<file path="src/sv/ssrt_pkg.sv">
package ssrt_pkg;
    localparam int ENTRIES_DEF = 128;
    localparam int MAX_SEGMENTS_DEF = 6;
    localparam int MAX_PAYLOAD_DEF = 2048;
    localparam logic [7:0] TYPE_STATION = 8'hA8;
    localparam logic [7:0] TYPE_MODULE = 8'hA9;
    localparam logic [15:0] OVERHEAD = 16'd12;

    localparam logic [1:0] ST_IGNORED = 2'd0;
    localparam logic [1:0] ST_DROPPED = 2'd1;
    localparam logic [1:0] ST_STORED = 2'd2;
    localparam logic [1:0] ST_READOUT = 2'd3;

    typedef struct packed {
        logic [7:0]  packet_type;
        logic [15:0] channel;
        logic [7:0]  segment_count;
        logic [7:0]  segment_number;
        logic [15:0] length_field;
    } t_in;

    typedef struct packed {
        logic [1:0]  status;
        logic [6:0]  slot;
        logic        kind;
        logic [15:0] message_channel;
        logic [2:0]  segment;
        logic [11:0] payload_length;
        logic        last;
    } t_out;

    // key travelling down the cell chain
    typedef struct packed {
        logic        vld;
        logic        kind;
        logic [15:0] channel;
        logic        hit;
    } t_probe;
endpackage

</file>
<file path="src/sv/ssrt_cell.sv">
module ssrt_cell #(
    parameter int MAX_SEGMENTS = ssrt_pkg::MAX_SEGMENTS_DEF
) (
    input  logic            i_clk,
    input  logic            i_rst_n,
    input  logic            i_used,
    input  logic            i_wr,
    input  logic            i_wr_kind,
    input  logic [15:0]     i_wr_channel,
    input  logic            i_wr_len,
    input  logic [MAX_SEGMENTS-1:0][11:0] i_wr_lens,
    input  ssrt_pkg::t_probe i_probe,
    input  logic [MAX_SEGMENTS-1:0][11:0] i_lens,
    output ssrt_pkg::t_probe o_probe,
    output logic [MAX_SEGMENTS-1:0][11:0] o_lens
);
    import ssrt_pkg::*;

    logic        r_kind;
    logic [15:0] r_channel;
    logic [MAX_SEGMENTS-1:0][11:0] r_lens;
    logic [MAX_SEGMENTS-1:0][11:0] r_lens_out;
    t_probe      r_probe;
    logic        w_match;

    assign w_match = i_used && r_kind == i_probe.kind && r_channel == i_probe.channel;

    always_ff @(posedge i_clk) begin
        if (i_wr) begin
            r_kind    <= i_wr_kind;
            r_channel <= i_wr_channel;
            r_lens    <= '0;
        end else if (i_wr_len) begin
            r_lens    <= i_wr_lens;
        end
    end

    always_ff @(posedge i_clk) begin
        if (!i_rst_n) begin
            r_probe    <= '0;
            r_lens_out <= '0;
        end else begin
            r_probe     <= i_probe;
            r_probe.hit <= i_probe.vld && (i_probe.hit || w_match);
            r_lens_out  <= (i_probe.vld && !i_probe.hit && w_match) ? r_lens : i_lens;
        end
    end

    assign o_probe = r_probe;
    assign o_lens  = r_lens_out;
endmodule

</file>
<file path="config.mk">
export PLATFORM = sky130hd
export DESIGN_NAME = ssrt_cell
export DESIGN_NICKNAME = d
export VERILOG_FILES = /design/src/sv/ssrt_pkg.sv /design/src/sv/ssrt_cell.sv
export SDC_FILE = /design/constraint.sdc
export NUM_CORES = 1
export LEC_CHECK = 0
export BUFFER_PORTS_ARGS = -buffer_cell sky130_fd_sc_hd__buf_2
export CAP_MARGIN = 15
export CORE_MARGIN = 2
export CORE_UTILIZATION = 48
export DETAILED_ROUTE_END_ITERATION = 6
export GPL_ROUTABILITY_DRIVEN = 1
export GPL_TIMING_DRIVEN = 0
export PLACE_DENSITY_LB_ADDON = 0.1
export SETUP_SLACK_MARGIN = 0.3
export SKIP_LAST_GASP = 1
export SLEW_MARGIN = 20
export SYNTH_ARGS = -nofsm -noshare
export SYNTH_HDL_FRONTEND = slang
export SYNTH_SLANG_ARGS = --single-unit
export TNS_END_PERCENT = 1
</file>
<file path="constraint.sdc">
create_clock -name i_clk -period 2.25 [get_ports i_clk]
set_clock_uncertainty 0.05 [all_clocks]
set_input_delay 0.3375 -clock i_clk [delete_from_list [all_inputs] [get_ports i_clk]]
set_output_delay 0.3375 -clock i_clk [all_outputs]
set_load 0.1 [all_outputs]
</file>
==> flow_metrics.env <==
export IMPL_htreeDepth=4
export IMPL_synth_cells=660
export IMPL_p_seq_share_pct=43.3
export IMPL_critical_path_class="flop to flop"
export IMPL_worstPathRequired_ps=2480
export IMPL_vias_per_cell=5.28
export IMPL_start_util_pct=49.0
export IMPL_cp_start_kind="flop"
export IMPL_synth_area_sq_um=6810
export IMPL_ys_ff_latch=180
export IMPL_fmax_ghz=0.477
export IMPL_cts_hold_buf=0
export IMPL_coreArea_sq_um=13900
export IMPL_dp_hpwl_mm=13.6
export IMPL_slew_headroom_pct=51.6
export IMPL_reg2reg_depth=7
export IMPL_p_sw_share_pct=28.7
export IMPL_mostFrequentLayoutCells="279 x buf_2, 163 x dfxtp_1, 74 x nand4_1, 73 x nor2_1, 72 x mux2i_1"
export IMPL_drv_cap=0
export IMPL_r2r_end="o_lens[35]"
export IMPL_io_pins=276
export IMPL_power_density_nw_per_um2=869
export IMPL_setup_worst_path_end_class="flop"
export IMPL_grt_pass1_vias=5556
export IMPL_avgSynthCellArea_sq_um=10.3
export IMPL_rsz0062_at_grt="true"
export IMPL_dr_pass1_iters=5
export IMPL_report_final_slew_viol_count=0
export IMPL_p_leak_nw=4.12
export IMPL_ys_seq_area_share_pct=55.5
export IMPL_fillers=1213
export IMPL_setup_tns_ps=0
export IMPL_arrival_ps=2330
export IMPL_die_area_sq_um=15100
export IMPL_post_route_util_pct=66.9
export IMPL_hold_path_class="primary input to flop"
export IMPL_clkTransAtPathRegs_ps=70
export IMPL_worstMarginPinSlew_ps=726
export IMPL_vias=6069
export IMPL_syn_to_final_growth_pct=36.4
export IMPL_grt_usage_pct=24.6
export IMPL_remaining_drc_errors=0
export IMPL_path_max_fanout=10
export IMPL_placed_area_sq_um=8410
export IMPL_cts_buffer_depth=2
export IMPL_setup_viol=0
export IMPL_gp_congestion=0.858
export IMPL_wl_per_cell_microns=16.8
export IMPL_io_buffer_count=274
export IMPL_grt_max_degree=19
export IMPL_max_vdd_ir_drop_mv=0.582
export IMPL_layout_commonest_cell="buf_2"
export IMPL_placedCellCount=1114
export IMPL_holdPathStages=1
export IMPL_final_hold_viol_count=0
export IMPL_fin_crit_sh_pct=93.2
export IMPL_die_h_microns=123
export IMPL_cts_buffers=17
export IMPL_r2r_slack_ps=150
export IMPL_pwr_share_clk_pct=40.3
export IMPL_drt_iter0_drc=383
export IMPL_outcome="complete, no violations"
export IMPL_ant_nets=0
export IMPL_postLayoutCellArea_sq_um=9280
export IMPL_fin_nets=1142
export IMPL_combPwrFrac_pct=16.4
export IMPL_yosysUniqueCellTypes=25
export IMPL_overflow=0
export IMPL_finalCriticalPeriod_ps=2100
export IMPL_cts_tree="done"
export IMPL_die_width_microns=123
export IMPL_worstSetupStartpoint="r_channel[0]"
export IMPL_diodes=0
export IMPL_switching_power_mw=2.32
export IMPL_antenna_found_initial=1
export IMPL_clock_sinks=180
export IMPL_hold_start="i_wr_channel[3]"
export IMPL_row_count=43
export IMPL_clkLatencyLatePin_ps=420
export IMPL_hold_worst_slack_ps=32.4
export IMPL_hold_end="r_channel[3]"
export IMPL_final_cells=1150
export IMPL_grt_first_pass_wirelength_mm=28.4
export IMPL_p_int_mw=5.75
export IMPL_regToRegStartpoint="r_channel[0]"
export IMPL_synth_nets=845
export IMPL_routed_wl_mm=19.3
export IMPL_final_layout_size_suffix_gt1_share_pct=37.9
export IMPL_yosys_warnings=0
export IMPL_clockRootBuffer="clkbuf_16"
cell usage after synthesis:
cell type / n / area (sq um)
buf_6: 7 / 78.8
xnor2_1: 5 / 43.8
mux2i_1: 72 / 721
xor2_1: 10 / 87.6
nor4_2: 1 / 12.5
buf_2: 15 / 75.1
dfxtp_1: 163 / 3260
buf_4: 1 / 7.51
nand4_1: 74 / 463
buf_1: 5 / 18.8
clkbuf_1: 42 / 158
nand2b_1: 3 / 18.8
a21oi_1: 73 / 365
inv_2: 1 / 3.75
and2_1: 17 / 106
nor2_1: 73 / 274
edfxtp_1: 17 / 510
nor2b_1: 2 / 12.5
nor4_1: 2 / 12.5
nand2_1: 1 / 3.75
or4_1: 1 / 7.51
and4_1: 1 / 8.76
o2111ai_1: 1 / 8.76
o31ai_1: 72 / 541
inv_1: 1 / 3.75
power by group through the flow:
stage               clock network (mW)  logic (mW)  registers (mW)
finish                            3.25        1.33            3.49
global route                      3.44        1.40            3.51
CTS                               3.29        1.31            3.49
detailed placement                   0        1.30            3.56
global placement                     0        1.29            3.56
floorplan                            0       0.321            4.19
registers in the layout, summed over array words and instances (netlist names):
name and count:
o_lens 72, o_probe 19, r_channel 16, r_kind 1, r_lens 72
what timing repair did:
action,4_1_cts,5_1_grt
gates resized for setup,11,47
hold endpoints to repair,0,0
setup endpoints to repair,72,71
buffers inserted,4,0
gates cloned,0,0
pin swaps,3,3
worst max path at each step:
stage                      end  slack (ps)  cells after the start
detailed placement   o_lens[1]        -480                      7
global placement     o_lens[1]        -480                      7
floorplan           o_lens[10]         430                      6
finish              o_lens[35]         150                      7
CTS                 o_lens[32]         200                      7
global route        o_lens[35]          90                      7
logic make-up (layout without fill, tap and decap cells):
| group | after synthesis | in the layout | synth area share [%] |
|---|---|---|---|
| xor gates and xnor gates | 15 | 15 | 1.93 |
| and+or+nand+nor | 175 | 175 | 13.5 |
| AOI/OAI and AO/OA | 146 | 146 | 13.4 |
| muxes | 72 | 72 | 10.6 |
| buffers and inverters | 72 | 382 | 5.07 |
| DFF | 180 | 180 | 55.5 |
critical path: stages (launching register included):
cell	delay (ps)
edfxtp_1	380
xnor2_1	180
nand4_1	160
or4_1	440
buf_6	180
buf_6	160
o31ai_2	300
a21oi_2	110
routing by layer:
layer / vias up / GRT usage (%) / part of all wire [%]
met5: - / 0 / 0
met4: 0 / 7.39 / 1.7
met3: 24 / 7.61 / 9.0
met2: 260 / 40.5 / 48
met1: 2770 / 31.2 / 41
li1: 3015 / - / -
through the flow:
stage | total power [mW] | setup WS [ps]
after floorplan | 4.51 | 434
after CTS | 8.10 | 201
after global placement | 4.85 | -479
final | 8.07 | 153
after global routing | 8.35 | 91.4
after detailed placement | 4.86 | -480
cell type report:
type | instances | area [sq um] | area share, %
Sequential cell | 180 | 3770 | 40.6
Multi-Input combinational cell | 408 | 2840 | 30.6
Clock buffer | 17 | 425 | 4.58
Buffer | 70 | 383 | 4.12
Clock inverter | 15 | 228 | 2.45
Inverter | 2 | 7.51 | 0.0809
Tap cell | 180 | 225 | 2.43
Timing Repair Buffer | 278 | 1410 | 15.1
Power figures use the tool's default switching activity.
